### src/rtl/speq_pkg.sv
// ----------------------------------------------------------------------------
// Sorted event priority queue package
// Shared widths, entry and control types, request and status codes.
// ----------------------------------------------------------------------------
package speq_pkg;

    localparam int QUEUE_DEPTH = 64;
    localparam int CNT_W       = $clog2(QUEUE_DEPTH + 1);
    localparam int CAP_W       = 7;
    localparam int CAP_RESET   = 64;
    localparam int CMP_W       = (CNT_W > CAP_W) ? CNT_W : CAP_W;
    localparam int TIME_W      = 32;
    localparam int ID_W        = 16;
    localparam int REQ_W       = 2;
    localparam int STATUS_W    = 2;
    localparam int COUNT_OUT_W = 7;

    typedef struct packed {
        logic [TIME_W-1:0] stamp;
        logic [ID_W-1:0]   id;
        logic              kind;
    } entry_t;

    typedef struct packed {
        logic insert;
        logic remove;
    } op_t;

    typedef enum logic [REQ_W-1:0] {
        REQ_INSERT = 2'd0,
        REQ_REMOVE = 2'd1,
        REQ_QUERY  = 2'd2
    } req_t;

    typedef enum logic [STATUS_W-1:0] {
        ST_DONE  = 2'd0,
        ST_FULL  = 2'd1,
        ST_EMPTY = 2'd2
    } status_t;

    typedef enum logic {
        CS_IDLE,
        CS_REPORT
    } ctrl_state_t;

endpackage

### src/rtl/speq_ctrl.sv
// ----------------------------------------------------------------------------
// Sorted event priority queue control
// Request decode, entry count, capacity register and result register.
// ----------------------------------------------------------------------------
module speq_ctrl
    import speq_pkg::*;
(
    input  logic                   clk,
    input  logic                   rst_n,
    input  logic                   in_valid,
    output logic                   in_ready,
    input  logic [REQ_W-1:0]       req_type,
    input  logic                   cfg_valid,
    output logic                   cfg_ready,
    input  logic [CAP_W-1:0]       cfg_data,
    output logic                   out_valid,
    input  logic                   out_ready,
    input  entry_t                 head_entry,
    output op_t                    op,
    output logic [CNT_W-1:0]       count,
    output logic [STATUS_W-1:0]    status,
    output logic                   head_valid,
    output logic [TIME_W-1:0]      head_time,
    output logic [ID_W-1:0]        head_id,
    output logic                   head_kind,
    output logic [COUNT_OUT_W-1:0] entry_count
);

    ctrl_state_t          state_reg, state_next;
    logic [CNT_W-1:0]     count_reg, count_next;
    logic [CAP_W-1:0]     cap_reg;
    status_t              status_reg, status_next;
    logic                 out_valid_reg, out_valid_next;
    logic                 load;
    logic                 accept;
    logic                 full;
    status_t              res_status_reg;
    logic                 res_valid_reg;
    entry_t               res_entry_reg;
    logic [CNT_W-1:0]     res_count_reg;

    assign in_ready  = (state_reg == CS_IDLE);
    assign accept    = in_valid && in_ready;
    assign cfg_ready = 1'b1;
    assign full      = (CMP_W'(count_reg) >= CMP_W'(cap_reg))
                       || (count_reg == CNT_W'(QUEUE_DEPTH));
    assign load      = (state_reg == CS_REPORT) && (!out_valid_reg || out_ready);
    assign count     = count_reg;

    always_comb
    begin
        state_next     = state_reg;
        count_next     = count_reg;
        status_next    = status_reg;
        out_valid_next = out_valid_reg;
        op             = '0;
        if (out_valid_reg && out_ready)
        begin
            out_valid_next = 1'b0;
        end
        case (state_reg)
            CS_IDLE:
            begin
                if (accept)
                begin
                    state_next  = CS_REPORT;
                    status_next = ST_DONE;
                    case (req_type)
                        REQ_INSERT:
                        begin
                            if (full)
                            begin
                                status_next = ST_FULL;
                            end
                            else
                            begin
                                op.insert  = 1'b1;
                                count_next = count_reg + 1'b1;
                            end
                        end
                        REQ_REMOVE:
                        begin
                            if (count_reg == '0)
                            begin
                                status_next = ST_EMPTY;
                            end
                            else
                            begin
                                op.remove  = 1'b1;
                                count_next = count_reg - 1'b1;
                            end
                        end
                        default:
                        begin
                            status_next = ST_DONE;
                        end
                    endcase
                end
            end
            CS_REPORT:
            begin
                if (load)
                begin
                    out_valid_next = 1'b1;
                    state_next     = CS_IDLE;
                end
            end
            default:
            begin
                state_next = CS_IDLE;
            end
        endcase
    end

    always_ff @(posedge clk or negedge rst_n)
    begin
        if (!rst_n)
        begin
            state_reg     <= CS_IDLE;
            count_reg     <= '0;
            cap_reg       <= CAP_W'(CAP_RESET);
            status_reg    <= ST_DONE;
            out_valid_reg <= 1'b0;
        end
        else
        begin
            state_reg     <= state_next;
            count_reg     <= count_next;
            status_reg    <= status_next;
            out_valid_reg <= out_valid_next;
            if (cfg_valid && cfg_ready)
            begin
                cap_reg <= cfg_data;
            end
        end
    end

    always_ff @(posedge clk)
    begin
        if (load)
        begin
            res_status_reg <= status_reg;
            res_valid_reg  <= (count_reg != '0);
            res_entry_reg  <= head_entry;
            res_count_reg  <= count_reg;
        end
    end

    assign out_valid   = out_valid_reg;
    assign status      = res_status_reg;
    assign head_valid  = res_valid_reg;
    assign head_time   = res_valid_reg ? res_entry_reg.stamp : '0;
    assign head_id     = res_valid_reg ? res_entry_reg.id : '0;
    assign head_kind   = res_valid_reg ? res_entry_reg.kind : 1'b0;
    assign entry_count = COUNT_OUT_W'(res_count_reg);

    a_count_bound: assert property (@(posedge clk) disable iff (!rst_n)
        count_reg <= CNT_W'(QUEUE_DEPTH))
        else $error("entry count beyond depth");

    a_insert_count: assert property (@(posedge clk) disable iff (!rst_n)
        op.insert |=> count_reg == $past(count_reg) + 1'b1)
        else $error("insert did not advance count");

    a_remove_nonempty: assert property (@(posedge clk) disable iff (!rst_n)
        op.remove |-> count_reg != '0)
        else $error("remove on empty queue");

    a_report_load: assert property (@(posedge clk) disable iff (!rst_n)
        (state_reg == CS_REPORT && !out_valid_reg) |=> out_valid_reg && state_reg == CS_IDLE)
        else $error("result not loaded");

endmodule
### config.mk
export PLATFORM = sky130hd
export DESIGN_NAME = speq_ctrl
export DESIGN_NICKNAME = d
export VERILOG_FILES = /design/src/rtl/speq_pkg.sv /design/src/rtl/speq_ctrl.sv
export SDC_FILE = /design/constraint.sdc
export NUM_CORES = 1
export LEC_CHECK = 0
export ABC_AREA = 1
export BUFFER_PORTS_ARGS = -buffer_cell sky130_fd_sc_hd__buf_2
export CAP_MARGIN = 20
export CORE_ASPECT_RATIO = 2
export CORE_MARGIN = 3
export CORE_UTILIZATION = 25
export CTS_BUF_LIST = sky130_fd_sc_hd__clkbuf_2 sky130_fd_sc_hd__clkbuf_4 sky130_fd_sc_hd__clkbuf_8
export DETAILED_ROUTE_END_ITERATION = 16
export SLEW_MARGIN = 10
export SYNTH_ARGS = -nofsm -noshare
export SYNTH_HDL_FRONTEND = slang
export SYNTH_SLANG_ARGS = --single-unit
### constraint.sdc
create_clock -name clk -period 3.41 [get_ports clk]
set_clock_uncertainty 0.15 [all_clocks]
set_input_delay 1.023 -clock clk [delete_from_list [all_inputs] [get_ports clk]]
set_output_delay 1.023 -clock clk [all_outputs]
set_load 0.02 [all_outputs]
---- Word-level counts from Yosys, hierarchy flattened ----
Index checks and enable logic that the tools add are counted.
W data, S select, Z words.
operators by class
  add/subtract/negate cells ............... 2
  $mul .................................... 0
  divide/modulo/power cells ............... 0
  order comparisons ....................... 1
  eq/ne operators ......................... 4
  shift operators ......................... 0
  mux-type cells .......................... 21
  bitwise logic cells ..................... 1
  reduce and logical (&&, ||, !) cells .... 12
operator list
  operator               count
  $mux W32               1
  $mux W16               1
  $mux W7                2
  $pmux W7 S2            1
  $mux W1                11
  $add A7 B1 Y7 const B  1
  $eq A7 B7 Y1 const B   1
  $ge A7 B7 Y1           1
  $logic_not A7 Y1       1
  $reduce_bool A7 Y1     1
  $sub A7 B1 Y7 const B  1
  $mux W2                3
  $reduce_and A5 Y1      1
  $ne A2 B2 Y1 const B   2
  $pmux W2 S2            1
  $logic_and A1 B1 Y1    3
  $eq A2 B1 Y1 const B   1
  $logic_not A2 Y1       1
  $logic_or A1 B1 Y1     2
  $pmux W1 S2            1
  $reduce_and A2 Y1      1
  $reduce_bool A2 Y1     1
  $logic_not A1 Y1       1
  $not A1 Y1             1
word-level totals
  bits in registers ....................... 77
  bits in latches ......................... 0
  RAM bits ................................ 0
  ROM bits ................................ 0
  input bits .............................. 63
  memories kept ........................... 0

---- Depth between registers and ports, before layout ----
  depth in word-level cells ............... 6
  gate-level depth with buffers ........... 11
  mapped depth without buffers ............ 11

---- Worst setup path before layout ----
OpenSTA, ideal clock, no wires.
  path type ............................... in2reg
  from .................................... input port out_ready
  to ...................................... register res_count_reg[0] (netlist: entry_count[0]), enable pin
  library setup time ...................... 477 ps
  arrival ................................. 3,558 ps
  required time ........................... 2,783 ps
  slack ................................... -775 ps
  stages .................................. 2
  path buffers ............................ 0
  path through ............................ nor2_1 > nor2_1
between the ends
  word-level cells in the longest chain between the ends .. 2
ends and longest elaborated chain
  what                    RTL line          source
  start: declaration      speq_ctrl.sv:17   input logic out_ready,
  $logic_or A1 B1 Y1      speq_ctrl.sv:47   assign load = (state_reg == CS_REPORT) && (!out_valid_reg || out_ready);
  $logic_and A1 B1 Y1     speq_ctrl.sv:47
  named net load          speq_ctrl.sv:34   logic load;
  end signal: assignment  speq_ctrl.sv:145  res_count_reg <= count_reg;
  end: declaration        speq_ctrl.sv:40   logic [CNT_W-1:0] res_count_reg;
The timed path passes the listed nets, and every way through them passes these cells.
A chain may end at the register's enable or synchronous reset.

==> reports/metrics.csv <==
metric,value,unit
outcome,"complete, no violations",
Max Slew Vio Count,0,
register area share after synthesis,65.0,%
Avg Inst Size Synth,10.4,um^2
setup TNS,0,ps
diodes inserted,0,
DRC violations left,0,
CP startpoint kind,flop,
Post-synth top cells,"nand2_1 (98), inv_1 (73), edfxtp_1 (59), dfrtp_1 (17)",
Max H-tree Level,3,
Worst R2R Setup Slack,1390,ps
Yosys top cell area share,51.8,%
CP Capture Point,op[1],
Netlist cell types,29,
Final setup viols,0,
Die Area,0.0152,mm^2
total number of yosys warnings,0,
RSZ-0062 raised after global routing,false,
fin cells,624,
overall routing resource usage,11.1,%
global-route wire length before repair,12.6,mm
DRT antenna net count,0,
slew margin rel.,50.7,%
"count leader, synth",nand2_1,
CTS root buffer,clkbuf_8,
max reg flops,49,
drt first pass iters,4,
Final #Nets,543,
min cycle time layout,3170,ps
Area contributors post-synth,"edfxtp_1 (52%), dfrtp_1 (12%), nand2_1 (11%), inv_1 (8.0%), ha_1 (4.4%)",
fin crit share,93.0,%
CTS-repair resized insts,0,
Initial Utilization,25.9,%
Yosys reg bits,77,
synthesized net count,405,
worst path required time,2240,ps
Vias,2604,
vias in the first global route,2560,
TritonCTS clock tree,yes,
Clk pwr share,20.9,%
input/output buffers,132,
P&R area growth vs syn,29.7,%
Worst EP arrival,2000,ps
row cnt,59,
routed wire length,8.36,mm
Internal,1.79,mW
fmax,315,MHz
worst reg2reg path startpoint,count[0]$_DFFE_PN0P_,
# IOs,134,
Switching Power,1.09,mW
worst flop-to-flop path endpoint,count[4]$_DFFE_PN0P_,
Critical Path Start,count[0]$_DFFE_PN0P_,
post-synth top area cell,edfxtp_1,
Placed Cells,608,
largest net degree at the start of global routing,60,
leakage,2.39,nW
layout cells sized above 1,34.5,%
"Setup Fix Bufs, Post-CTS",0,
reg2reg path depth,10,
core area,0.0132,mm^2
worst slew pin tran,739,ps
Die Y,171,um
footprint of the multi-input gates,891,um^2
crit-path max FO,7,
Sw Share,38.0,%
Post-synth ARST share,23.4,%
share of power burned in registers,45.4,%
worst setup path class,reg2out,
Combinational Power Share,33.7,%
Synth Cell Area,0.00342,mm^2
remaining global-route overflow,0,
Max clock buf depth,2,
hpwl dp,6.59,mm
GP Congestion,0.804,
Pwr Density,650,mW/mm^2
wire per inst,13.4,um
fillers,1382,
crit end category,output port,
register area,0.00222,mm^2
Inserted Clock Buffers,9,
initial antenna violation count,0,
Iteration-0 DRC Markers,37,
clk sinks,77,
number of synthesized flops with an enable pin,59,
MaxCap Viol Count,0,
Peak VDD IR,0.000249,V
min-delay worst type,reg2reg,
Mapped Cells,329,
"Primary FF master, synth",edfxtp_1,
chip width,88.7,um
"Clk Latency, worst-skew pair",350,ps
clock slew at reported path FFs,80,ps
final hold viol count,0,
Hold Buf Count CTS,0,
vias per inst,4.17,
## worst max-delay path, cell delays in order, from the launching register on
cell	delay, ps
dfrtp_1	490
inv_1	160
ha_1	310
inv_1	50
nor2_1	40
a21oi_1	170
nand3_2	150
nor2_1	110
buf_2	170
## power by group through the flow
stage / logic [mW] / clock network, mW / registers (mW)
floorplan: 0.584 / 0 / 1.38
global placement: 0.975 / 0 / 1.33
detailed placement: 0.991 / 0 / 1.33
CTS: 0.992 / 0.638 / 1.31
global route: 1.10 / 0.684 / 1.33
finish: 0.970 / 0.602 / 1.31
## how the worst min path moves through the flow
stage	start	endpoint	slack (ps)	cells past startpoint
2_1_floorplan	status_reg[0]$_DFFE_PN0P_	status[0]$_DFFE_PP_	280	0
3_3_place_gp	status_reg[0]$_DFFE_PN0P_	status[0]$_DFFE_PP_	290	0
3_5_place_dp	status_reg[0]$_DFFE_PN0P_	status[0]$_DFFE_PP_	290	0
4_1_cts	status_reg[0]$_DFFE_PN0P_	status[0]$_DFFE_PP_	320	0
5_1_grt	status_reg[0]$_DFFE_PN0P_	status[0]$_DFFE_PP_	330	0
6_report	status_reg[0]$_DFFE_PN0P_	status[0]$_DFFE_PP_	310	0
## stage by stage
stage | hold WS [ps] | util, % | worst slack (ps) | instance area (um^2) | total power, mW
after floorplan | 275 | - | 243 | 3420 | 1.96
after global placement | 287 | 32.3 | 516 | 4260 | 2.30
after detailed placement | 294 | 32.3 | 504 | 4260 | 2.32
after CTS | 317 | 33.6 | 184 | 4440 | 2.94
after global routing | 328 | 33.6 | 60.4 | 4440 | 3.11
final | 312 | 33.6 | 238 | 4440 | 2.88
## layout make-up
| cell class | instances | area share (%) |
|---|---|---|
| multi-input cells | 170 | 20.1 |
| inverters | 75 | 6.35 |
| repair buffers | 134 | 15.2 |
| flip-flops and latches | 77 | 50.1 |
| clock inverters | 7 | 1.13 |
| clock buffers | 9 | 2.79 |
| well taps | 152 | 4.29 |
## cell families (layout without fill, tap and decap cells)
family,Yosys count,count (layout),synth area share (%)
AOI/OAI and AO/OA,15,15,2.34
and+or+nand+nor,137,137,17.3
buffers and inverters,82,225,9.18
xor gates and xnor gates,3,3,0.768
DFF,77,77,65.0
muxes,1,1,0.329
other,1,1,0.110
adders and majority gates,13,13,4.97
## cell usage in the layout (no fill, tap or decap)
cell          n
clkbuf_8      9
clkinvlp_4    2
nand2_4       3
inv_1        73
o21a_1        1
nor2_2        2
fa_1          1
clkinv_1      1
clkinv_2      1
xor2_1        2
o21ai_0       8
nand3_2       1
a21oi_1       5
mux2_2        1
buf_2       132
clkinv_4      2
nand3_1      12
dfstp_2       1
ha_1         12
nor3_1        1
a21o_1        1
inv_2         2
nor2_1       11
nand3b_1      2
edfxtp_1     59
conb_1        1
inv_6         1
xnor2_1       1
nand2_1      98
nand2_2       2
buf_4         2
dfrtp_1      17
nand4_1       3
nor2_4        2
## per-layer routing
metal  wire, um  track usage (%)
met4        163             4.47
met3        544             3.31
met2       4700             21.3
met5          0                0
met1       2950             10.4
No activity file was read; power rests on OpenSTA's default activity.
