$ cat src/rtl/speq_pkg.sv
// ----------------------------------------------------------------------------
// Sorted event priority queue package
// Shared widths, entry and control types, request and status codes.
// ----------------------------------------------------------------------------
package speq_pkg;

    localparam int QUEUE_DEPTH = 64;
    localparam int CNT_W       = $clog2(QUEUE_DEPTH + 1);
    localparam int CAP_W       = 7;
    localparam int CAP_RESET   = 64;
    localparam int CMP_W       = (CNT_W > CAP_W) ? CNT_W : CAP_W;
    localparam int TIME_W      = 32;
    localparam int ID_W        = 16;
    localparam int REQ_W       = 2;
    localparam int STATUS_W    = 2;
    localparam int COUNT_OUT_W = 7;

    typedef struct packed {
        logic [TIME_W-1:0] stamp;
        logic [ID_W-1:0]   id;
        logic              kind;
    } entry_t;

    typedef struct packed {
        logic insert;
        logic remove;
    } op_t;

    typedef enum logic [REQ_W-1:0] {
        REQ_INSERT = 2'd0,
        REQ_REMOVE = 2'd1,
        REQ_QUERY  = 2'd2
    } req_t;

    typedef enum logic [STATUS_W-1:0] {
        ST_DONE  = 2'd0,
        ST_FULL  = 2'd1,
        ST_EMPTY = 2'd2
    } status_t;

    typedef enum logic {
        CS_IDLE,
        CS_REPORT
    } ctrl_state_t;

endpackage

$ cat src/rtl/speq_cell.sv
// ----------------------------------------------------------------------------
// Sorted event priority queue cell
// One slot of the sorted row: holds, takes the new entry, or takes a neighbor.
// ----------------------------------------------------------------------------
module speq_cell
    import speq_pkg::*;
(
    input  logic   clk,
    input  op_t    op,
    input  entry_t new_entry,
    input  logic   occupied,
    input  logic   prev_keep,
    input  entry_t prev_entry,
    input  entry_t next_entry,
    output logic   keep,
    output entry_t entry
);

    entry_t entry_reg;
    entry_t entry_next;

    assign keep  = occupied && (entry_reg.stamp <= new_entry.stamp);
    assign entry = entry_reg;

    always_comb
    begin
        entry_next = entry_reg;
        if (op.insert)
        begin
            if (!keep)
            begin
                entry_next = prev_keep ? new_entry : prev_entry;
            end
        end
        else if (op.remove)
        begin
            entry_next = next_entry;
        end
    end

    always_ff @(posedge clk)
    begin
        entry_reg <= entry_next;
    end

endmodule

$ cat config.mk
export PLATFORM = sky130hd
export DESIGN_NAME = speq_cell
export DESIGN_NICKNAME = d
export VERILOG_FILES = /design/src/rtl/speq_pkg.sv /design/src/rtl/speq_cell.sv
export SDC_FILE = /design/constraint.sdc
export NUM_CORES = 1
export LEC_CHECK = 0
export ABC_AREA = 1
export BUFFER_PORTS_ARGS = -buffer_cell sky130_fd_sc_hd__buf_2
export CAP_MARGIN = 25
export CORE_ASPECT_RATIO = 1.1
export CORE_MARGIN = 2
export CORE_UTILIZATION = 40
export CTS_CLUSTER_DIAMETER = 40
export DETAILED_ROUTE_END_ITERATION = 10
export GPL_TIMING_DRIVEN = 0
export PLACE_DENSITY = 0.78
export SLEW_MARGIN = 25
export SYNTH_ARGS = -nofsm -noshare
export SYNTH_HDL_FRONTEND = slang
export SYNTH_SLANG_ARGS = --single-unit
export TNS_END_PERCENT = 100
$ cat constraint.sdc
create_clock -name clk -period 2.9 [get_ports clk]
set_input_delay 0.29 -clock clk [delete_from_list [all_inputs] [get_ports clk]]
set_output_delay 0.29 -clock clk [all_outputs]
set_load 0.01 [all_outputs]
* After elaboration in Yosys (flattened, before gate mapping)
Index checks and enable logic that the tools add are counted.
** Storage, ports and cells
- Flip-flop bits (word level) :: 49
- Input port bits :: 152
** Cells by class
- Mux-type cells :: 4
- Reductions and logical operators :: 3
- Magnitude comparators :: 1
- Eq/ne operators :: 1
** Operators by type and width (count)
- two-way mux 49 bit :: 4
- <= comparator 32 bit :: 1
- != test 2 bit, second input constant :: 1
- AND reduction 2 bit :: 1
- nonzero test 2 bit :: 1
- logical AND 1 bit :: 1

* Longest topological paths before layout
Gate-level depths: netlist (run 1).
- Depth after elaboration :: 4
- Mapped depth :: 17
- Depth with buffers taken out :: 17

* Worst setup path after synthesis (run 1)
OpenSTA, ideal clock, no wires.
- Path kind :: flip-flop to flip-flop
- Start :: register entry_reg, in the netlist entry[40]
- End :: register entry_reg, in the netlist entry[0] (enable)
- Path slack :: 74 ps
- Setup time :: 408 ps
- Arrival time :: 2418 ps
- Buffers on the path :: 0
- Cell stages (with the launch flop) :: 12
- Clock period less this slack :: 2826 ps
- Cells stage by stage :: edfxtp_1 ha_1 nand2_1 nor2_2 nand4_1 nor2_2 nand2_1 nand2_1 nand2_1 nand2_1 nand2_1 nand2_1
** Between the ends
- Word-level cells in the longest chain between the ends :: 4
** RTL lines
- start, declared :: line speq_cell.sv:19 : entry_t entry_reg;
- start signal, assigned :: line speq_cell.sv:43 : entry_reg <= entry_next;
- <= comparator 32 bit :: line speq_cell.sv:22 : assign keep = occupied && (entry_reg.stamp <= new_entry.stamp);
- logical AND 1 bit :: line speq_cell.sv:22
- != test 2 bit (no source line)
- AND reduction 2 bit (no source line)
Every way passes these cells.
A chain may end at the register's enable or synchronous reset.

* Final worst setup path (run 1)
- Start :: register entry_reg, in the netlist entry[24]
- End :: register entry_reg, in the netlist entry[39] (enable)
The elaborated chain is that of the path after synthesis.

==> flow_metrics.py, run 1 <==
metrics = {
    "outcome": {
        "status": "completed",
    },
    "layout": {
        "final_area_mm2": 0.00460,
        "utilization_pct": 57.5,
        "num_antenna_cells": 0,
        "fillCellCount": 786,
        "layout-drive-gt1-share_pct": 35.4,
        "layout.nets": 807,
        "area.sequential_mm2": 0.00147,
        "syn_to_final_growth_pct": 38.5,
        "multi_input_area_mm2": 0.00160,
        "layout_commonest_cell": "buf_2",
        "mostFrequentLayoutCells": "buf_2, nand2_1, o21ai_0",
        "largest_reg_flops": 49,
    },
    "placed_design": {
        "gp_congestion": 0.803,
        "dpl_cell_area_mm2": 0.00446,
        "io_buffers": 200,
        "dp_hpwl_mm": 8.01,
    },
    "yosys": {
        "synth.distinct_cells": 19,
        "synth_top_area_share_pct": 44.3,
        "yosys_warnings": 0,
        "synth-seq-cells": 49,
        "syn_inst": 416,
        "ys.flop_type": "edfxtp_1",
        "netlist_top_cells_area": "edfxtp_1, o21ai_0, ha_1",
        "syn_area_per_cell_um2": 7.98,
        "synthesis.nets": 600,
        "synth_edf_count": 49,
        "syn-cell-area_mm2": 0.00332,
        "yosys.area.top_type": "edfxtp_1",
        "async_flop_share_pct": 0,
        "yosysSeqAreaShare_pct": 44.3,
    },
    "critical_path": {
        "cp.required_ps": 2840,
        "crit_type": "reg -> reg",
        "cp-start-kind": "register",
        "arrival_ps": 2400,
        "path_buf_inv": 0,
        "cpLargestDelayFamily": "simple AND/OR/NAND/NOR gates",
        "slowest_stage": "nand2_4",
        "path_max_fanout": 49,
        "crit_path_frequent_cell": "nand2_1",
        "end_kind": "register",
        "cp_cell_sequence": "ha_1, nand2_1, nor2_1, nand2_1, nand2_1, nand2_1, nand2_1, nand2_1, nand2_1, nand2_1, nand2_1, nand2_1, nand2_4",
        "critPathMaxStageDelay_ps": 550,
    },
    "power": {
        "leakage_nw": 2.35,
        "p_total_mw": 2.03,
        "intPower_mw": 1.45,
        "p_clk_share_pct": 29.2,
        "pwr-share-comb_pct": 26.1,
        "p_sw_uw": 580,
        "pwr-share-seq_pct": 44.8,
        "powerDensity_mw_per_mm2": 441,
        "power_switching_share_pct": 28.6,
        "ir_drop_uv": 242,
    },
    "routing": {
        "drt_wl_total_mm": 10.1,
        "vias_per_cell": 4.96,
        "routedWlPerCell_um": 13.8,
        "drc_errors": 0,
        "drt_iter0_drc": 120,
        "num_vias": 3629,
        "dr.pass1.iters": 4,
        "antenna_left": 0,
    },
    "clock_tree": {
        "h-tree-depth": 2,
        "cts_resized": 0,
        "cts_buffer_depth": 2,
        "postCtsHoldBufs": 0,
        "clk_latency_ps": 310,
        "clk_pin_slew_worst_paths_ps": 100,
        "cts_sinks": 49,
        "cts_buffers": 5,
        "cts_setup_buffers": 0,
        "root_buffer": "clkbuf_8",
        "cts_tree": "yes",
    },
    "global_routing": {
        "grt_pass1_wl_mm": 16.3,
        "grt_max_degree": 50,
        "grt_pass1_vias": 3783,
        "antenna_found_initial": 0,
        "track_usage_pct": 22.2,
        "grt_overflow_total": 0,
    },
    "sta": {
        "worst_pin_slew_ps": 709,
        "fin_crit_sh_pct": 84.8,
        "finalHoldViolations": 0,
        "max-slew-margin-rel_pct": 52.7,
        "setup_viol": 0,
        "fmax_mhz": 406,
        "rsz0062_at_grt": "no",
        "skew_ps": 11.4,
        "layout_min_cycle_time_ps": 2460,
        "finalMaxSlewViolations": 0,
    },
    "flow_run": {
        "drv_cap": 0,
    },
    "die": {
        "ios": 202,
        "fp.dieArea_mm2": 0.00904,
        "initial_utilization_pct": 41.5,
        "die_x_um": 90.8,
        "die_h_um": 99.5,
        "coreArea_mm2": 0.00800,
        "num_rows": 34,
    },
    "hold_path": {
        "hold_path.class": "in -> reg",
    },
}
==> worst register-to-register path: cells and delay by family, from the launching register on <==
kind / cells / cell delay, ps
and+or+nand+nor: 12 / 1350
DFF: 1 / 410
adders and majority gates: 1 / 320
==> worst paths after layout <==
kind / start / endpoint / slack (ps) / cells past startpoint
max: entry[24] / entry[39] / 440 / 13
min: next_entry[4] / entry[4] / 260 / 3
max reg2reg: entry[24] / entry[39] / 440 / 13
min reg2reg: entry[33] / entry[47] / 1690 / 8
==> metrics by stage <==
| step | setup slack (ps) | cells | hold WS [ps] | setup TNS (ps) |
|---|---|---|---|---|
| detailed placement | 415 | 724 | 576 | 0 |
| global placement | -569 | 724 | 563 | -27780 |
| finish | 440 | 732 | 259 | 0 |
| global route | 209 | 732 | 268 | 0 |
| CTS | 386 | 732 | 249 | 0 |
| floorplan | 74.4 | 416 | 481 | 0 |
==> synthesized netlist by cell type (2+ instances only) <==
master    number
nand2_1       92
edfxtp_1      49
nor2_1        57
o21ai_0       90
clkbuf_1      13
nand4_1        2
buf_6          2
ha_1          32
inv_2          2
o21ai_1       10
nand3_1        2
a21oi_1       13
nor2_2         4
inv_1         41
buf_2          3
==> final cells by class <==
cell class	instances	area share [%]
buffer	20	2.12
clock buffer	5	1.50
clock inverter	3	1.42
inverter	43	3.51
multi-input combinational	304	34.7
sequential	49	32.0
tap	108	2.94
timing repair buffer	200	21.8
==> power by group through the flow <==
stage          Sequential [mW]  Clock [mW]  Combinational [mW]
6_report                 0.908       0.591               0.528
5_1_grt                  0.918       0.627               0.604
4_1_cts                  0.909       0.604               0.536
3_5_place_dp             0.926           0               0.533
3_3_place_gp             0.926           0               0.512
2_1_floorplan            0.963           0               0.239
==> routing by layer <==
layer  global-route usage [%]  wire length [µm]  vias up
met5                        0                 0        -
met4                     6.99               148        0
met3                     3.41               680       15
met2                     42.2              5310      172
met1                     25.5              3970     1641
li1                         -                 -     1801
==> cells by family (layout without fill, tap and decap cells) <==
group,after synthesis,in the layout,share of synthesized area (%)
and+or+nand+nor,157,157,18.3
AOI/OAI and AO/OA,115,115,17.5
buffers and inverters,63,271,7.81
DFF,49,49,44.3
adders and majority gates,32,32,12.1
(Power assumes the default switching activity.)
==> run 2: changes to the inputs <==
Settings changed: CORE_UTILIZATION 40 to 44, PLACE_DENSITY 0.78 to 0.82.
Clock period 2.9 ns to 2.4 ns, I/O delays scaled along.
==> flow_metrics.py, run 2 (same netlist as run 1, synthesis figures left out) <==
metrics = {
    "outcome": {
        "status": "completed",
    },
    "clock_tree": {
        "cts_buffers": 5,
        "clk_pin_slew_worst_paths_ps": 90,
        "cts_buffer_depth": 2,
        "cts_setup_buffers": 0,
        "root_buffer": "clkbuf_8",
        "clk_latency_ps": 300,
        "cts_sinks": 49,
        "postCtsHoldBufs": 0,
        "cts_tree": "yes",
        "h-tree-depth": 2,
    },
    "critical_path": {
        "path_max_fanout": 2,
        "cp.required_ps": 2160,
        "cpLargestDelayFamily": "simple AND/OR/NAND/NOR gates",
        "reg2reg_from": "entry[48]",
        "crit_type": "reg -> out",
        "cp-start-kind": "register",
        "arrival_ps": 2000,
        "path_buf_inv": 2,
        "crit_path_frequent_cell": "nand2_1",
        "worstReg2RegEnd": "entry[38]",
        "rr_worst_depth": 11,
        "cp_cell_sequence": "ha_1, a21oi_1, nor2_1, nor2_1, nand3_1, a21oi_1, nand2_1, nand2_1, nand2_1, inv_1, buf_2",
        "end_kind": "output port",
        "slowest_stage": "edfxtp_1",
        "critPathMaxStageDelay_ps": 420,
        "reg2reg_slack_ps": 230,
    },
    "global_routing": {
        "grt_overflow_total": 0,
        "grt_pass1_vias": 3628,
        "grt_pass1_wl_mm": 15.6,
        "grt_max_degree": 50,
        "antenna_found_initial": 0,
        "track_usage_pct": 24.1,
    },
    "power": {
        "p_sw_uw": 700,
        "power_switching_share_pct": 29.9,
        "p_clk_share_pct": 24.8,
        "pwr-share-comb_pct": 28.3,
        "intPower_mw": 1.65,
        "powerDensity_mw_per_mm2": 511,
        "pwr-share-seq_pct": 46.8,
        "ir_drop_uv": 251,
        "leakage_nw": 2.35,
    },
    "die": {
        "die_x_um": 86.8,
        "ios": 202,
        "die_h_um": 95.1,
        "initial_utilization_pct": 44.9,
        "coreArea_mm2": 0.00739,
        "fp.dieArea_mm2": 0.00825,
        "num_rows": 33,
    },
    "flow_run": {
        "drv_cap": 0,
    },
    "layout": {
        "largest_reg_flops": 49,
        "syn_to_final_growth_pct": 38.2,
        "layout.nets": 809,
        "fillCellCount": 657,
        "mostFrequentLayoutCells": "buf_2, o21ai_0, nand2_1",
        "layout-drive-gt1-share_pct": 35.7,
        "num_antenna_cells": 0,
        "layout_commonest_cell": "buf_2",
    },
    "placed_design": {
        "dp_hpwl_mm": 8.01,
        "post-place-ws_ps": -27.6,
        "gp_congestion": 0.820,
        "io_buffers": 200,
    },
    "sta": {
        "max-slew-margin-rel_pct": 65.6,
        "finalMaxSlewViolations": 0,
        "skew_ps": 6.77,
        "layout_min_cycle_time_ps": 2240,
        "worst_pin_slew_ps": 514,
        "setup_tns_ps": 0,
        "setup_ws_ps": 161,
        "fmax_mhz": 447,
        "finalHoldViolations": 0,
        "fin_crit_sh_pct": 93.3,
        "setup_viol": 0,
    },
    "hold_path": {
        "holdPathEnd": "entry[7]",
        "whs_path_depth": 3,
        "hold_path.startpoint": "next_entry[7]",
        "hold_path.class": "in -> reg",
    },
    "routing": {
        "drt_iter0_drc": 129,
        "drc_errors": 0,
        "drt_wl_total_mm": 10.4,
        "routedWlPerCell_um": 14.6,
        "vias_per_cell": 5.12,
        "antenna_left": 0,
        "num_vias": 3645,
        "dr.pass1.iters": 4,
    },
}
==> run 2: metal layers <==
| metal | GRT usage, % | part of all wire [%] | vias to the layer above |
|---|---|---|---|
| met5 | 0 | 0 | - |
| met4 | 5.86 | 0.86 | 0 |
| met3 | 4.85 | 6.2 | 6 |
| met2 | 46.7 | 54 | 154 |
| met1 | 26.6 | 39 | 1674 |
| li1 | - | - | 1811 |
==> run 2: worst reg2reg max path, cell delays in order (launching register included) <==
cell and delay, ps:
edfxtp_1 420, ha_1 330, nand2_1 90, nor2_2 120, nand2_1 100, nor2_2 130
nand2_1 60, nand2_1 50, nand2_1 50, nand2_1 120, nand2_4 140, nand2_4 250
==> run 2: per-stage QoR <==
stage | hold WS (ps) | cell area (µm²) | utilization (%) | power (mW) | std cells
6_report | 218 | 4590 | 62.1 | 2.35 | 712
5_1_grt | 213 | 4590 | 62.1 | 2.50 | 712
4_1_cts | 209 | 4550 | 61.5 | 2.35 | 710
3_5_place_dp | 524 | 4440 | 60.0 | 1.76 | 703
3_3_place_gp | 517 | 4430 | 59.9 | 1.73 | 703
2_1_floorplan | 431 | 3320 | - | 1.45 | 416
==> run 2: final cells by class <==
cell class	instances	area, µm²	share of cell area [%]
Sequential cell	49	1470	32.1
Clock inverter	2	35.0	0.764
Clock buffer	5	68.8	1.50
Timing Repair Buffer	200	1000	21.8
Multi-Input combinational cell	306	1640	35.8
Buffer	20	97.6	2.13
Inverter	43	161	3.52
Tap cell	87	109	2.37
==> run 2: power by group through the flow <==
stage	clock (mW)	sequential [mW]	combinational (mW)
after floorplan	0	1.16	0.290
after global placement	0	1.12	0.617
after detailed placement	0	1.12	0.643
after CTS	0.605	1.10	0.649
after global routing	0.637	1.11	0.752
final	0.583	1.10	0.665
==> run 2: worst max-delay path by stage <==
stage | startpoint | end | slack, ps | depth (start not counted)
6_report | entry[38] | keep | 160 | 11
5_1_grt | entry[22] | keep | -10 | 13
4_1_cts | entry[48] | entry[7] | 120 | 11
3_5_place_dp | entry[48] | entry[12] | -30 | 11
3_3_place_gp | entry[24] | entry[17] | -370 | 13
2_1_floorplan | entry[40] | entry[0] | 40 | 11
==> run 2: timing repair <==
item                                    4_1_cts  5_1_grt
endpoints found under the hold margin         0        0
endpoints found under the setup margin       49       49
gates cloned                                  0        2
pin swaps                                     0        2
gates resized for setup                       1        3
